--- config.mk ---
export PLATFORM = sky130hd
export DESIGN_NAME = utf8_stream_decoder
export DESIGN_NICKNAME = d
export VERILOG_FILES = /design/src/hdl/usd_pkg.sv /design/src/hdl/utf8_stream_decoder.sv /design/src/hdl/usd_decode.sv
export SDC_FILE = /design/constraint.sdc
export NUM_CORES = 1
export LEC_CHECK = 0
export ABC_AREA = 1
export BUFFER_PORTS_ARGS = -buffer_cell sky130_fd_sc_hd__buf_2
export CAP_MARGIN = 20
export CORE_MARGIN = 10
export CORE_UTILIZATION = 40
export CTS_BUF_LIST = sky130_fd_sc_hd__clkbuf_16
export CTS_CLUSTER_SIZE = 10
export DETAILED_ROUTE_END_ITERATION = 8
export PLACE_DENSITY_LB_ADDON = 0.2
export SLEW_MARGIN = 10
export SYNTH_ARGS = -nofsm -noshare
export SYNTH_HDL_FRONTEND = slang
export SYNTH_SLANG_ARGS = --single-unit
--- constraint.sdc ---
create_clock -name clk -period 2.5 [get_ports clk]
set_input_delay 0 -clock clk [delete_from_list [all_inputs] [get_ports clk]]
set_output_delay 0 -clock clk [all_outputs]
set_load 0.01 [all_outputs]
--- src/hdl/usd_pkg.sv ---
// ----------------------------------------------------------------------------
// usd_pkg
// Types and constants shared by the UTF-8 stream decoder and its checker.
// ----------------------------------------------------------------------------
`default_nettype none

package usd_pkg;

	localparam int CpWidth = 21;

	localparam logic [CpWidth-1:0] REPLACEMENT_CP = 21'h00FFFD;
	localparam logic [CpWidth-1:0] GLYPH_I_CP     = 21'h00026A;
	localparam logic [CpWidth-1:0] GLYPH_EPS_CP   = 21'h00025B;

	localparam logic [1:0] GLYPH_FONT = 2'd0;
	localparam logic [1:0] GLYPH_I    = 2'd1;
	localparam logic [1:0] GLYPH_EPS  = 2'd2;

	// classification of a byte seen where a new sequence may start
	typedef enum logic [2:0] {
		LEAD_ASCII,
		LEAD_TWO,
		LEAD_THREE,
		LEAD_FOUR,
		LEAD_BAD
	} lead_t;

	// pending multi-byte sequence
	typedef struct packed {
		logic [2:0]         seq_len;
		logic [1:0]         held;
		logic [CpWidth-1:0] pc;
	} seq_state_t;

	typedef struct packed {
		logic [CpWidth-1:0] cp;
		logic [2:0]         count;
		logic               malformed;
		logic [1:0]         glyph;
	} result_t;

	// results caused by one input word: rep replacements, then optionally fin
	typedef struct packed {
		logic [2:0] rep;
		logic       fin_valid;
		result_t    fin;
	} job_t;

	function automatic logic [1:0] glyph_of(input logic [CpWidth-1:0] cp);
		logic [1:0] sel;
		sel = GLYPH_FONT;
		if (cp == GLYPH_I_CP)
			sel = GLYPH_I;
		else if (cp == GLYPH_EPS_CP)
			sel = GLYPH_EPS;
		return sel;
	endfunction

endpackage

`default_nettype wire

--- src/hdl/utf8_stream_decoder.sv ---
// ----------------------------------------------------------------------------
// utf8_stream_decoder
// UTF-8 byte stream to code point decoder with malformed-byte replacement.
// ----------------------------------------------------------------------------
// Takes one byte per cycle and gives one code point word per cycle while the
// output is not stalled. A byte that causes at most one result is then taken
// in every cycle; a byte that causes k results (a broken or unfinished
// sequence flushed as U+FFFD replacements, up to four) holds the input side
// until its results have drained, because the single result register drains
// one word per cycle. Each result passes through the job register and then the
// result register. Bytes that only extend a pending sequence give no result.
`default_nettype none

module utf8_stream_decoder (
	input  wire logic        clk,
	input  wire logic        arst_n,
	input  wire logic        in_valid,
	output logic             in_stall,
	input  wire logic [7:0]  text_byte,
	input  wire logic        end_of_text,
	output logic             out_valid,
	input  wire logic        out_stall,
	output logic [20:0]      code_point,
	output logic [2:0]       byte_count,
	output logic             malformed,
	output logic [1:0]       glyph_select,
	output logic             last_of_run
);
	import usd_pkg::*;

	seq_state_t state_q;
	seq_state_t state_nxt;
	job_t       job_dec;
	job_t       job_s1;
	result_t    res_s2;
	logic       last_s2;
	logic       valid_s2;

	logic job_busy;
	logic job_single;
	logic out_free;
	logic accept;

	usd_decode u_decode (
		.text_byte  (text_byte),
		.end_of_text(end_of_text),
		.st         (state_q),
		.nxt        (state_nxt),
		.job        (job_dec)
	);

	assign job_busy   = job_s1.rep != 3'd0 || job_s1.fin_valid;
	assign job_single = (job_s1.rep == 3'd1 && !job_s1.fin_valid) ||
		(job_s1.rep == 3'd0 && job_s1.fin_valid);
	assign out_free   = !valid_s2 || !out_stall;
	// take a new word once the pending one hands over its last result
	assign in_stall   = job_busy && !(job_single && out_free);
	assign accept     = in_valid && !in_stall;

	always_ff @(posedge clk or negedge arst_n) begin
		if (!arst_n) begin
			state_q  <= '0;
			job_s1   <= '0;
			valid_s2 <= 1'b0;
		end else begin
			if (out_free) begin
				valid_s2 <= job_busy;
			end
			// a new word only lands when the pending one is done or hands over
			if (accept) begin
				job_s1  <= job_dec;
				state_q <= state_nxt;
			end else if (out_free) begin
				if (job_s1.rep != 3'd0) begin
					job_s1.rep <= job_s1.rep - 3'd1;
				end else if (job_s1.fin_valid) begin
					job_s1.fin_valid <= 1'b0;
				end
			end
		end
	end

	always_ff @(posedge clk) begin
		if (out_free && job_busy) begin
			if (job_s1.rep != 3'd0) begin
				res_s2  <= '{cp: REPLACEMENT_CP, count: 3'd1, malformed: 1'b1,
					glyph: GLYPH_FONT};
				last_s2 <= job_s1.rep == 3'd1 && !job_s1.fin_valid;
			end else begin
				res_s2  <= job_s1.fin;
				last_s2 <= 1'b1;
			end
		end
	end

	assign out_valid    = valid_s2;
	assign code_point   = res_s2.cp;
	assign byte_count   = res_s2.count;
	assign malformed    = res_s2.malformed;
	assign glyph_select = res_s2.glyph;
	assign last_of_run  = last_s2;

endmodule

`default_nettype wire

--- src/hdl/usd_decode.sv ---
// ----------------------------------------------------------------------------
// usd_decode
// Combinational decode of one byte against the pending sequence: gives the
// next sequence state and the list of results the byte causes.
// ----------------------------------------------------------------------------
`default_nettype none

module usd_decode (
	input  wire logic [7:0]          text_byte,
	input  wire logic                end_of_text,
	input  wire usd_pkg::seq_state_t st,
	output usd_pkg::seq_state_t      nxt,
	output usd_pkg::job_t            job
);
	import usd_pkg::*;

	logic               pend;
	logic               cont;
	logic [2:0]         held_inc;
	logic [CpWidth-1:0] pc_shift;
	lead_t              lead;
	result_t            rep_res;

	assign pend     = st.seq_len != 3'd0;
	assign cont     = text_byte[7:6] == 2'b10;
	assign held_inc = {1'b0, st.held} + 3'd1;
	assign pc_shift = {st.pc[CpWidth-7:0], text_byte[5:0]};
	assign rep_res  = '{cp: REPLACEMENT_CP, count: 3'd1, malformed: 1'b1, glyph: GLYPH_FONT};

	always_comb begin
		priority if (!text_byte[7])
			lead = LEAD_ASCII;
		else if (text_byte[7:5] == 3'b110)
			lead = LEAD_TWO;
		else if (text_byte[7:4] == 4'b1110)
			lead = LEAD_THREE;
		else if (text_byte[7:3] == 5'b11110)
			lead = LEAD_FOUR;
		else
			lead = LEAD_BAD;
	end

	always_comb begin
		nxt = st;
		job = '0;
		if (pend && cont) begin
			if (held_inc >= st.seq_len) begin
				job.fin_valid = 1'b1;
				job.fin = '{cp: pc_shift, count: st.seq_len, malformed: 1'b0,
					glyph: glyph_of(pc_shift)};
				nxt = '0;
			end else if (end_of_text) begin
				job.rep = held_inc;
				nxt = '0;
			end else begin
				nxt.held = held_inc[1:0];
				nxt.pc   = pc_shift;
			end
		end else begin
			// broken sequence: every held byte becomes a replacement
			job.rep = pend ? {1'b0, st.held} : 3'd0;
			nxt = '0;
			unique case (lead)
				LEAD_ASCII: begin
					job.fin_valid = 1'b1;
					job.fin = '{cp: {13'd0, text_byte}, count: 3'd1, malformed: 1'b0,
						glyph: GLYPH_FONT};
				end
				LEAD_TWO: begin
					nxt = '{seq_len: 3'd2, held: 2'd1, pc: {16'd0, text_byte[4:0]}};
				end
				LEAD_THREE: begin
					nxt = '{seq_len: 3'd3, held: 2'd1, pc: {17'd0, text_byte[3:0]}};
				end
				LEAD_FOUR: begin
					nxt = '{seq_len: 3'd4, held: 2'd1, pc: {18'd0, text_byte[2:0]}};
				end
				default: begin
					job.fin_valid = 1'b1;
					job.fin = rep_res;
				end
			endcase
			// text ends right after a new lead
			if (end_of_text && nxt.seq_len != 3'd0) begin
				job.rep = job.rep + 3'd1;
				nxt = '0;
			end
		end
	end

endmodule

`default_nettype wire

# After elaboration in Yosys (flattened, before gate mapping)

Index checks and enable logic that the tools add are counted.

Memory bits (read-only): 0
Output and inout port bits: 30
Memory bits (writable): 0
Bits in latches: 0
Memories: 0
Input bits: 13
Register bits: 80

Magnitude comparators: 1
Multiply operators: 0
Mux-type cells: 24
Equal/unequal tests: 12
Add/subtract/negate cells: 3
Shifts and indexed selects: 0
Divide/modulo/power cells: 0
Reductions and logical operators: 27
Bitwise logic cells: 0

Operators by type and width:

| operator               | count |
|---|---|
| $mux W26               | 4 |
| $pmux W26 S3           | 1 |
| $pmux W28 S2           | 1 |
| $eq A21 B10 Y1 const B | 2 |
| $mux W31               | 1 |
| $mux W28               | 1 |
| $mux W3                | 9 |
| $mux W23               | 1 |
| $reduce_bool A3 Y1     | 3 |
| $logic_and A1 B1 Y1    | 8 |
| $mux W4                | 2 |
| $eq A3 B1 Y1 const B   | 2 |
| $eq A3 B2 Y1 const B   | 2 |
| $logic_not A3 Y1       | 2 |
| $mux W2                | 3 |
| $reduce_and A2 Y1      | 3 |
| $eq A5 B5 Y1 const B   | 1 |
| $logic_not A1 Y1       | 5 |
| $eq A4 B4 Y1 const B   | 1 |
| $reduce_bool A2 Y1     | 2 |
| $add A2 B1 Y3 const B  | 1 |
| $add A3 B1 Y3 const B  | 1 |
| $eq A3 B3 Y1 const B   | 1 |
| $ge A3 B3 Y1           | 1 |
| 7 further kinds        | 9 |

# Logic depth before layout (Yosys ltp)

Gate-level depths: netlist (run 1).

Word-level depth: 13
Mapped depth: 12
Depth with buffers taken out: 11

# By module

Synthesis (run 1) repeated with hierarchy kept, for this count alone.

Cell total of the unflattened synthesis: 570
Area, all modules: 4591.9 um^2

By module, submodules not included:

| module              | cells an instance | seq. area each (um^2) | times used | area each (um^2) |
|---|---|---|---|---|
| utf8_stream_decoder | 344               | 2292.2                | 1          | 3428.3 |
| usd_decode          | 226               | 0.0                   | 1          | 1163.6 |

# Least setup slack after synthesis (run 1)

Ideal clock, no wire load.

Kind: reg2reg
From: reg job_s1[28] in the netlist's numbering
To: reg res_s2 (netlist bit byte_count[0]), enable pin
Slack: 0.023 ns
Buffers on the path: 0
Arrival time: 2.063 ns
Stages on the path, launching flop included: 8
Setup time: 0.413 ns
Cell sequence: dfrtp_1 -> inv_1 -> ha_1 -> inv_1 -> nor2_4 -> nand2_1 -> inv_1 -> nor2_1

Cells in the longest elaborated chain, start to end: 3

Ends and longest elaborated chain:

| what                   | line                      | RTL |
|---|---|---|
| from (decl)            | utf8_stream_decoder.sv:34 | `job_t job_s1;` |
| from (signal assigned) | utf8_stream_decoder.sv:71 | `job_s1 <= job_dec;` |
| $reduce_bool A3 Y1     | utf8_stream_decoder.sv:52 | `assign job_busy = job_s1.rep != 3'd0 \|\| job_s1.fin_valid;` |
| $logic_or A1 B1 Y1     | utf8_stream_decoder.sv:52 |  |
| $logic_and A1 B1 Y1    | utf8_stream_decoder.sv:84 | `if (out_free && job_busy) begin` |
| to (signal assigned)   | utf8_stream_decoder.sv:86 | `res_s2 <= '{cp: REPLACEMENT_CP, count: 3'd1, malformed: 1'b1,` |
| to (signal assigned)   | utf8_stream_decoder.sv:90 | `res_s2 <= job_s1.fin;` |
| to (decl)              | utf8_stream_decoder.sv:35 | `result_t res_s2;` |

No other way between the ends.
A chain may end at the register's enable or synchronous reset.

# Final worst setup path (run 1)

From: reg state_q[21] in the netlist's numbering
To: reg job_s1[6] in the netlist's numbering

Cells in the longest elaborated chain, start to end: 4

Ends and longest elaborated chain:

| what                   | line                      | RTL |
|---|---|---|
| from (decl)            | utf8_stream_decoder.sv:31 | `seq_state_t state_q;` |
| from (signal assigned) | utf8_stream_decoder.sv:72 | `state_q <= state_nxt;` |
| $add A2 B1 Y3          | usd_decode.sv:26          | `assign held_inc = {1'b0, st.held} + 3'd1;` |
| $ge A3 B3 Y1           | usd_decode.sv:47          | `if (held_inc >= st.seq_len) begin` |
| $mux W28               | usd_decode.sv:47          |  |
| $mux W31               | usd_decode.sv:46          | `if (pend && cont) begin` |

No other way between the ends.

==> reports/results.ini, run 1 <==
[grt]
overflow=0
grt_first_pass_wirelength_um=13800
largest_net_degree_at_the_start_of_global_routing=53
grt_antenna_before_repair=0
first_global_vias=2850
grt_util_all_layers=0.129

[critical_path]
crit_type=reg2reg
crit_required_ns=2.71
startpoint_type=register
end_kind=register
cp_max_fo=7
arrival_time_reported_for_the_critical_path_endpoint_ns=2.57

[synth]
synth_cell_type_count=33
syn_nets=413
synth_edf_count=28
yosys_warnings=0
post_synth_most_frequent_cells=sky130_fd_sc_hd__nand2_1, sky130_fd_sc_hd__inv_1, sky130_fd_sc_hd__dfrtp_1
yosys_register_bits=80
postSynth.topFlopCell=sky130_fd_sc_hd__dfrtp_1
netlist.top_cell.by_area=sky130_fd_sc_hd__dfrtp_1
synth.yosys.seq_area_share=0.582
postSynthCellCount=392
synth_area_sq_um=3680
yosys.cell_count.top_type=sky130_fd_sc_hd__nand2_1
syn-mean-instance-area_sq_um=9.39
synth_top_area_share=0.353
postSynth.asyncResetShare=0.650
top_cells_by_area_in_the_synthesized_netlist=sky130_fd_sc_hd__dfrtp_1, sky130_fd_sc_hd__edfxtp_1, sky130_fd_sc_hd__nand2_1

[pwr]
power-per-cell-area_nw_per_um2=1160
finalPower_w=0.00514
leakage_nw=1.99
irDropWorstVdd_v=0.000465

[clock_network]
worstSkewPairLatency_ns=0.33
number_of_h_tree_branching_levels=3
clkSlewWorstSetupHoldPaths_ns=0.06
cts_inserted_buffers=9
clock_sinks=80
cts.root.buffer_cell=sky130_fd_sc_hd__clkbuf_16
cts.path.max_buffers=2
cts_tree=built

[floorplanning]
dieWidth_um=116
initial_cell_density_of_the_core=0.416
num_rows=34
floorplan.io_pins=43
placeableCoreArea_sq_um=8850
fp.dieArea_sq_um=13400
die_height_um=116

[timing]
tightestPinTransition_ns=0.673
finalCritPeriodShare=0.945
final.min_clock_period_ns=2.36
fmax_ghz=0.423
timing.slew.headroom=0.551
final.setup.worst_slack_ns=0.137
setup_violations=0
finalClockSkew_ns=0.00739
timing_hold_violations_final=0
maxSlewViolCount=0

[route]
vias_per_cell=5.06
vias=2828
drtAntennaViolNets=0
number_of_detailed_routing_iterations_run_before_antenna_repair=5
final_routed_drc_violation_total=0
detail_route.wl_per_cell_um=14.6
starting_drt_drc_count=170
drt_wl_total_um=8140

[layout]
drive_above_1_share=0.200
area.growth.synth_to_final_pct=20.9
nets=467
antenna_cells_inserted=0

[run_status]
run_status=complete, no violations

[placed_design]
detailedPlacementHpwl_um=5730
place_congestion=0.872
port_buffers=42
place_worst_setup_slack_ns=0.0708

[flow_run]
cap_violations=0

[min_path]
min-delay-path-class=in2reg

[timing repair]
item / in CTS / in global routing
buffers inserted: 0 / 1
hold endpoints to repair: 58 / 0
hold buffers: 7 / 0
resized for setup: 0 / 4
setup endpoints to repair: 0 / 10
[registers in the layout, indices dropped and copies added (netlist names)]
register	flops
job_s1	31
code_point	21
state_q	20
byte_count	3
glyph_select	2
last_of_run	1
malformed	1
out_valid	1
[worst max-delay path: stages (launching register included)]
cell and delay, ns:
sky130_fd_sc_hd__dfrtp_1 0.43, sky130_fd_sc_hd__ha_1 0.24, sky130_fd_sc_hd__ha_1 0.31, sky130_fd_sc_hd__a21oi_1 0.23, sky130_fd_sc_hd__nand3_1 0.19, sky130_fd_sc_hd__nand2_1 0.21
sky130_fd_sc_hd__clkinvlp_4 0.25, sky130_fd_sc_hd__o21ai_4 0.26, sky130_fd_sc_hd__o21ai_0 0.12
[per-stage QoR]
step,hold WS (ns),TNS [ns],std cells,util,area (sq um)
2_1_floorplan,-0.296,0,392,-,3680
3_3_place_gp,0.158,0,535,0.453,4010
3_5_place_dp,0.168,0,535,0.453,4010
4_1_cts,0.00724,0,558,0.499,4420
5_1_grt,0.0144,-0.0697,559,0.503,4450
6_report,0.00874,0,559,0.503,4450
[metal layers]
layer | track usage | vias up | wire length, um
met5 | 0 | - | 0
met3 | 0.0326 | 14 | 472
met2 | 0.206 | 73 | 3980
li1 | - | 1397 | -
met1 | 0.156 | 1344 | 3490
met4 | 0.0709 | 0 | 201
[report_power, final]
| part | leakage [nW] | internal [W] | switching, W |
|---|---|---|---|
| Clock | 0.168 | 0.000969 | 0.000529 |
| Sequential | 0.932 | 0.00187 | 0.000188 |
| Combinational | 0.894 | 0.000586 | 0.00100 |
| Total | 1.99 | 0.00342 | 0.00172 |
[layout make-up]
cell class / instances / area (sq um)
fillers: 825 / 4400
flip-flops and latches: 80 / 2140
multi-input cells: 241 / 1260
repair buffers: 56 / 358
clock buffers: 9 / 225
inverters: 58 / 223
well taps: 108 / 135
clock inverters: 7 / 111
[kinds of logic (layout without fill, tap and decap cells)]
| kind of cell | count (synthesis) | after routing | share of synthesized area |
|---|---|---|---|
| AOI/OAI and AO/OA | 58 | 58 | 0.0945 |
| and+or+nand+nor | 174 | 174 | 0.213 |
| DFF | 80 | 80 | 0.582 |
| buffers and inverters | 71 | 130 | 0.0809 |
| xor gates and xnor gates | 1 | 1 | 0.00238 |
| adders and majority gates | 8 | 8 | 0.0272 |
[worst paths after layout]
check / start / end / slack, ns / cells after the start
setup / recovery: state_q[21]$_DFFE_PN0P_ / job_s1[6]$_DFFE_PN0P_ / 0.14 / 8
hold / removal: text_byte[4] / state_q[4]$_DFFE_PN0P_ / 0.009 / 3
setup reg to reg: state_q[21]$_DFFE_PN0P_ / job_s1[6]$_DFFE_PN0P_ / 0.14 / 8
hold reg to reg: job_s1[29]$_DFFE_PN0P_ / job_s1[29]$_DFFE_PN0P_ / 0.48 / 2
max in group asynchronous: arst_n / job_s1[0]$_DFFE_PN0P_ / 1.73 / 3
min in group asynchronous: arst_n / out_valid$_DFFE_PN0N_ / 0.30 / 3
[cell usage in the layout, fill, tap and decap left out, types with 2 or more instances in the layout]
master | Yosys | final
sky130_fd_sc_hd__nand3_2 | 2 | 2
sky130_fd_sc_hd__nand4_1 | 7 | 7
sky130_fd_sc_hd__o211ai_1 | 7 | 7
sky130_fd_sc_hd__buf_4 | 4 | 5
sky130_fd_sc_hd__dlygate4sd3_1 | 0 | 7
sky130_fd_sc_hd__nor3_1 | 5 | 5
sky130_fd_sc_hd__o22ai_1 | 12 | 12
sky130_fd_sc_hd__buf_12 | 0 | 2
sky130_fd_sc_hd__bufinv_16 | 0 | 3
sky130_fd_sc_hd__buf_2 | 6 | 42
sky130_fd_sc_hd__nand2_2 | 3 | 4
sky130_fd_sc_hd__ha_1 | 8 | 8
sky130_fd_sc_hd__o21ai_1 | 3 | 3
sky130_fd_sc_hd__o21ai_0 | 23 | 23
sky130_fd_sc_hd__clkinv_2 | 1 | 2
sky130_fd_sc_hd__inv_1 | 55 | 55
sky130_fd_sc_hd__clkinv_1 | 1 | 2
sky130_fd_sc_hd__nand3_1 | 30 | 30
sky130_fd_sc_hd__clkbuf_16 | 0 | 9
sky130_fd_sc_hd__o21a_1 | 4 | 4
sky130_fd_sc_hd__or2_2 | 10 | 10
sky130_fd_sc_hd__nor2_2 | 1 | 3
sky130_fd_sc_hd__edfxtp_1 | 28 | 28
sky130_fd_sc_hd__nand2_1 | 83 | 82
sky130_fd_sc_hd__a21oi_1 | 6 | 6
sky130_fd_sc_hd__dfrtp_1 | 52 | 52
sky130_fd_sc_hd__nor2_1 | 30 | 28
Note: power is estimated with default switching activity, not from simulation.
==> run 2: changes to the inputs <==
==> constraint.sdc (replaced) <==
create_clock -name clk -period 2.5 [get_ports clk]
set_input_delay 0.5 -clock clk [delete_from_list [all_inputs] [get_ports clk]]
set_output_delay 0.5 -clock clk [all_outputs]
set_load 0.05 [all_outputs]
==> run 2 against run 1 <==
Net effect:
- routed wire length fell by 1.6%
- first-iteration DRC count rose by 11%
- non-clock buffer count fell by 6
- clock-buffer cell count did not move
- largest cell class unchanged
- critical path type unchanged
- clock skew rose by 0.00073 ns
- cell count fell by 1.1%
- register-to-register slack improved by 0.07 ns
- die area did not move
- cell area fell by 2.0%
- flip-flop and latch count did not move
- via count fell by 2.3%
==> reports/results.ini, run 2 (synthesis results as in run 1) <==
[pwr]
leakage_nw=1.96  ; -1.8%
irDropWorstVdd_v=0.000465  ; about the same
switching_share_of_power=0.402  ; +0.0677
seq_power_share=0.381  ; -0.018
p_clk_frac=0.236  ; -0.055
power-per-cell-area_nw_per_um2=1240  ; +7.1%
p_int_w=0.00322  ; -5.8%
p_sw_w=0.00217  ; +26%
comb_power_share=0.383  ; +0.074

[layout]
nFillCells=844  ; +2.3%
nets=461  ; -1.3%
drive_above_1_share=0.204  ; +0.00494
final_common_cell=sky130_fd_sc_hd__nand2_1
registers.top_by_ff_count=job_s1
largest_register_ffs=31  ; unchanged
instances_no_fill=553  ; -1.1%
antenna_cells_inserted=0  ; unchanged
most_frequent_cells_in_the_layout=sky130_fd_sc_hd__nand2_1, sky130_fd_sc_hd__inv_1, sky130_fd_sc_hd__dfrtp_1
area.growth.synth_to_final_pct=18.5

[critical_path]
end_kind=register
regToRegSetupSlack_ns=0.20  ; +0.07 ns
crit_required_ns=2.74  ; +0.03 ns
worst_path_largest_cell_delay_ns=0.43  ; about the same
critical_path.cell_chain=ha_1 -> ha_1 -> a21oi_1 -> nand3_2 -> nor2_1 -> nand2_2 -> nand2_2 -> nand2_1 -> o21ai_0
critPathTopFamily=simple AND/OR/NAND/NOR gates
crit_type=reg2reg
arrival_time_reported_for_the_critical_path_endpoint_ns=2.53  ; -0.04 ns
cp_max_fo=10  ; +3
timing.critical_path.slowest_stage_cell=sky130_fd_sc_hd__dfrtp_1
startpoint_type=register
crit_buf_inv=0  ; -1

[placed_design]
placedCellCount=535  ; unchanged
port_buffers=42  ; unchanged
place_congestion=0.873  ; +0.15%
place_worst_setup_slack_ns=0.0636  ; -0.00725 ns
detailedPlacementHpwl_um=5670  ; -1.0%

[clock_network]
cts_tree=built
postCtsHoldBufs=0  ; -7
cts.root.buffer_cell=sky130_fd_sc_hd__clkbuf_16
clkSlewWorstSetupHoldPaths_ns=0.06  ; about the same
cts.path.max_buffers=2  ; unchanged
clock_sinks=80  ; unchanged
worstSkewPairLatency_ns=0.33  ; about the same
number_of_h_tree_branching_levels=3  ; unchanged
cts_inserted_buffers=9  ; unchanged

[timing]
final.setup.worst_slack_ns=0.205  ; +0.0676 ns
timing_hold_violations_final=0  ; unchanged
final.min_clock_period_ns=2.30  ; -0.0676 ns
finalCritPeriodShare=0.918  ; -0.0270
grt_setup_unrepaired=false
tightest_hold_margin_ns=0.196  ; +0.187 ns
setup_violations=0  ; unchanged
tightestPinTransition_ns=0.664  ; -0.00925 ns
maxSlewViolCount=0  ; unchanged
timing.slew.headroom=0.557  ; +0.00616
fin_setup_tns_ns=0  ; unchanged
finalClockSkew_ns=0.00812  ; +0.000730 ns
fmax_ghz=0.436  ; +2.9%

[floorplanning]
dieWidth_um=116  ; unchanged
num_rows=34  ; unchanged
fp.dieArea_sq_um=13400  ; unchanged
floorplan.io_pins=43  ; unchanged
placeableCoreArea_sq_um=8850  ; unchanged
initial_cell_density_of_the_core=0.416  ; unchanged
die_height_um=116  ; unchanged

[route]
drt_wl_total_um=8010  ; -1.6%
starting_drt_drc_count=189  ; +11%
final_routed_drc_violation_total=0  ; unchanged
routedLengthMet1_um=3600  ; +3.1%
vias_per_cell=5.00  ; -1.2%
number_of_detailed_routing_iterations_run_before_antenna_repair=4  ; -1
maxUsedRoutingLayer=met4
dr_wl_met3_um=378  ; -20%
vias=2763  ; -2.3%
drtAntennaViolNets=0  ; unchanged
detail_route.wl_per_cell_um=14.5  ; -0.53%
route.met2.wl_um=3960  ; -0.45%

[run_status]
run_status=complete, no violations

[grt]
overflow=0  ; unchanged
grt_antenna_before_repair=0  ; unchanged
grt_util_all_layers=0.127  ; -0.00148
largest_net_degree_at_the_start_of_global_routing=54  ; +1.9%
first_global_vias=2763  ; -3.1%
grt_first_pass_wirelength_um=13600  ; -1.3%

[flow_run]
cap_violations=0  ; unchanged

[min_path]
min-delay-path-class=in2async

==> run 2: stage by stage <==
| stage | util | power [W] | cell area (sq um) |
|---|---|---|---|
| floorplan | - | 0.00361 | 3680 |
| global placement | 0.454 | 0.00407 | 4020 |
| detailed placement | 0.454 | 0.00412 | 4020 |
| CTS | 0.487 | 0.00542 | 4310 |
| global route | 0.493 | 0.00576 | 4360 |
| finish | 0.493 | 0.00539 | 4360 |
==> run 2: cell type report <==
cell class | instances | area, sq um | share of cell area
clock buffers | 9 | 225 | 0.0516
clock inverters | 7 | 66.3 | 0.0152
inverters | 58 | 223 | 0.0511
multi-input cells | 241 | 1260 | 0.289
flip-flops and latches | 80 | 2140 | 0.491
well taps | 108 | 135 | 0.0310
repair buffers | 50 | 308 | 0.0706
==> run 2: power groups by stage <==
| stage | clock network (W) | registers (W) | logic, W |
|---|---|---|---|
| 2_1_floorplan | 0 | 0.00255 | 0.00106 |
| 3_3_place_gp | 0 | 0.00207 | 0.00200 |
| 3_5_place_dp | 0 | 0.00207 | 0.00204 |
| 4_1_cts | 0.00131 | 0.00205 | 0.00205 |
| 5_1_grt | 0.00136 | 0.00211 | 0.00230 |
| 6_report | 0.00127 | 0.00206 | 0.00206 |
==> run 2: layer usage <==
| metal | vias to the layer above | GRT usage |
|---|---|---|
| li1 | 1385 | - |
| met1 | 1309 | 0.160 |
| met2 | 63 | 0.207 |
| met3 | 6 | 0.0351 |
| met4 | 0 | 0.0434 |
| met5 | - | 0 |
==> run 2: repair_timing <==
item	in CTS	in global routing
setup buffers	0	2
resized for setup	0	5
endpoints found under the setup margin	0	15
==> run 2: path summary, 6_finish.rpt <==
path	from	to	cells after the start
max	state_q[21]$_DFFE_PN0P_	state_q[23]$_DFFE_PN0P_	9
min	arst_n	out_valid$_DFFE_PN0N_	1
max reg2reg	state_q[21]$_DFFE_PN0P_	state_q[23]$_DFFE_PN0P_	9
min reg2reg	job_s1[29]$_DFFE_PN0P_	job_s1[29]$_DFFE_PN0P_	2
max in group asynchronous	arst_n	job_s1[19]$_DFFE_PN0P_	2
min in group clk	out_stall	out_valid$_DFFE_PN0N_	3
==> run 3: changes to the inputs <==
--- a/config.mk
+++ b/config.mk
@@ -9,7 +9,7 @@
 export BUFFER_PORTS_ARGS = -buffer_cell sky130_fd_sc_hd__buf_2
 export CAP_MARGIN = 20
 export CORE_MARGIN = 10
-export CORE_UTILIZATION = 40
+export CORE_UTILIZATION = 52
 export CTS_BUF_LIST = sky130_fd_sc_hd__clkbuf_16
 export CTS_CLUSTER_SIZE = 10
 export DETAILED_ROUTE_END_ITERATION = 8
==> run 3 against run 2 <==
Net effect:
- core utilization increased by 14 points
- worst setup slack worse by 0.0036 ns
- maximum frequency shrank 0.15%
- cell count fell by 2.2%
- clock-buffer cell count did not move
- power rose by 1.3%
- cell area shrank 0.89%
- first-iteration DRC count decreased by 23%
- register-to-register slack about the same
- sequential share of layout area grew 0.44 points
- clock power is 8% higher
==> reports/results.ini, run 3 (synthesis results as in run 1) <==
[layout]
area.growth.synth_to_final_pct=17.4
design_area_sq_um=4320  ; -0.89%
antenna_cells_inserted=0  ; unchanged
largest_register_ffs=31  ; unchanged
nFillCells=591  ; -30%
most_frequent_cells_in_the_layout=sky130_fd_sc_hd__nand2_1, sky130_fd_sc_hd__inv_1, sky130_fd_sc_hd__dfrtp_1
nets=461  ; unchanged
final_common_cell=sky130_fd_sc_hd__nand2_1
ff_latch_area_sq_um=2140  ; unchanged
registers.top_by_ff_count=job_s1
drive_above_1_share=0.196  ; -0.00899
multi_input_comb_area_sq_um=1240  ; -1.4%
instances_no_fill=541  ; -2.2%

[min_path]
min-delay-path-class=in2async

[critical_path]
critical_path.cell_chain=ha_1 -> ha_1 -> a21oi_1 -> nand3_1 -> nor2_1 -> nand2_2 -> nand2_2 -> o21ai_0
crit_buf_inv=0  ; unchanged
cp_max_fo=10  ; unchanged
timing.critical_path.slowest_stage_cell=sky130_fd_sc_hd__dfrtp_1
startpoint_type=register
crit_required_ns=2.70  ; -0.04 ns
crit_type=reg2reg
worst_path_largest_cell_delay_ns=0.42  ; about the same
critPathTopFamily=simple AND/OR/NAND/NOR gates
end_kind=register
arrival_time_reported_for_the_critical_path_endpoint_ns=2.50  ; -0.03 ns

[timing]
tightest_hold_margin_ns=0.0692  ; -0.127 ns
finalClockSkew_ns=0.00806  ; -0.0000610 ns
maxSlewViolCount=0  ; unchanged
fmax_ghz=0.435  ; -0.15%
setup_violations=0  ; unchanged
tightestPinTransition_ns=0.434  ; -0.230 ns
fin_setup_tns_ns=0  ; unchanged
timing.slew.headroom=0.710  ; +0.153
finalCritPeriodShare=0.920  ; +0.00142
grt_setup_unrepaired=false
timing_hold_violations_final=0  ; unchanged
final.min_clock_period_ns=2.30  ; +0.00355 ns

[route]
number_of_detailed_routing_iterations_run_before_antenna_repair=4  ; unchanged
vias_per_cell=5.23  ; +4.6%
final_routed_drc_violation_total=0  ; unchanged
starting_drt_drc_count=145  ; -23%
detail_route.wl_per_cell_um=15.0  ; +3.7%
vias=2828  ; +2.4%
drt_wl_total_um=8130  ; +1.5%
drtAntennaViolNets=0  ; unchanged

[placed_design]
port_buffers=42  ; unchanged
detailed_place.area_sq_um=4010  ; -0.31%
detailedPlacementHpwl_um=5750  ; +1.5%
place_congestion=0.883  ; +1.1%
placedCellCount=525  ; -1.9%

[floorplanning]
num_rows=30  ; -12%
initial_cell_density_of_the_core=0.539  ; +0.123
dieWidth_um=104  ; -10%
placeableCoreArea_sq_um=6830  ; -23%
fp.dieArea_sq_um=10800  ; -19%
floorplan.io_pins=43  ; unchanged
die_height_um=104  ; -10%

[flow_run]
cap_violations=0  ; unchanged

[grt]
grt_util_all_layers=0.154  ; +0.0267
grt_antenna_before_repair=0  ; unchanged
first_global_vias=2883  ; +4.3%
overflow=0  ; unchanged
grt_first_pass_wirelength_um=13900  ; +1.7%
largest_net_degree_at_the_start_of_global_routing=39  ; -28%

[clock_network]
clkSlewWorstSetupHoldPaths_ns=0.06  ; about the same
cts_tree=built
cts_post_setup_buffers_inserted=0  ; unchanged
cts_inserted_buffers=9  ; unchanged
cts.root.buffer_cell=sky130_fd_sc_hd__clkbuf_16
worstSkewPairLatency_ns=0.33  ; about the same
number_of_h_tree_branching_levels=3  ; unchanged
cts.path.max_buffers=2  ; unchanged
postCtsHoldBufs=0  ; unchanged
clock_sinks=80  ; unchanged
ctsResizeCount=0  ; unchanged

[pwr]
irDropWorstVdd_v=0.000526  ; +13%
finalPower_w=0.00546  ; +1.3%
leakage_nw=1.97  ; +0.47%
power-per-cell-area_nw_per_um2=1260  ; +2.2%

[run_status]
run_status=complete, no violations

==> run 3: changes by cell type in the layout (fill, tap and decap cells not counted), moves of 2 or more <==
| cell | before | now |
|---|---|---|
| sky130_fd_sc_hd__buf_12 | 3 | 1 |
| sky130_fd_sc_hd__buf_4 | 5 | 7 |
| sky130_fd_sc_hd__clkinvlp_4 | 2 | 0 |
| sky130_fd_sc_hd__nand2_1 | 81 | 83 |
| sky130_fd_sc_hd__nand2_2 | 5 | 3 |
==> run 3: cell type report <==
class | count | area share
multi-input combinational | 241 | 0.288
sequential | 80 | 0.496
timing repair buffer | 50 | 0.0654
tap | 96 | 0.0278
clock buffer | 9 | 0.0521
inverter | 58 | 0.0507
clock inverter | 7 | 0.0205
==> run 3: worst reg2reg max path, delay by kind of cell, from the launching register on <==
| family | cells | cell delay [ns] |
|---|---|---|
| simple gates | 4 | 0.86 |
| compound gates | 2 | 0.34 |
| flops | 1 | 0.42 |
| fa+ha+maj | 2 | 0.54 |
==> run 3: per-stage QoR <==
| stage | utilization | setup slack (ns) |
|---|---|---|
| after floorplan | - | 0.0232 |
| after global placement | 0.587 | 0.356 |
| after detailed placement | 0.587 | 0.273 |
| after CTS | 0.633 | 0.217 |
| after global routing | 0.633 | 0.0207 |
| final | 0.633 | 0.201 |
==> run 3: power by group <==
part	internal, W	leakage, nW	switching [W]
Combinational	0.000563	0.875	0.00147
Sequential	0.00187	0.932	0.000195
Clock	0.000868	0.160	0.000500
==> run 3: final timing paths <==
| check | startpoint | endpoint | slack, ns | depth (start not counted) |
|---|---|---|---|---|
| worst max-delay path | state_q[21]$_DFFE_PN0P_ | state_q[23]$_DFFE_PN0P_ | 0.20 | 8 |
| worst min-delay path | arst_n | state_q[21]$_DFFE_PN0P_ | 0.07 | 1 |
| worst max register to register | state_q[21]$_DFFE_PN0P_ | state_q[23]$_DFFE_PN0P_ | 0.20 | 8 |
| worst min register to register | job_s1[0]$_DFFE_PN0P_ | job_s1[0]$_DFFE_PN0P_ | 0.48 | 2 |
| max in group asynchronous | arst_n | job_s1[21]$_DFFE_PN0P_ | 1.84 | 2 |
| min in group clk | out_stall | out_valid$_DFFE_PN0N_ | 0.42 | 3 |
==> run 3: routing by layer <==
layer  part of all wire  vias to the layer above  track usage
li1                   -                     1388            -
met2               0.50                       64        0.261
met1               0.43                     1358        0.182
met3              0.046                       18       0.0384
met4              0.022                        0       0.0636
met5                  0                        -            0
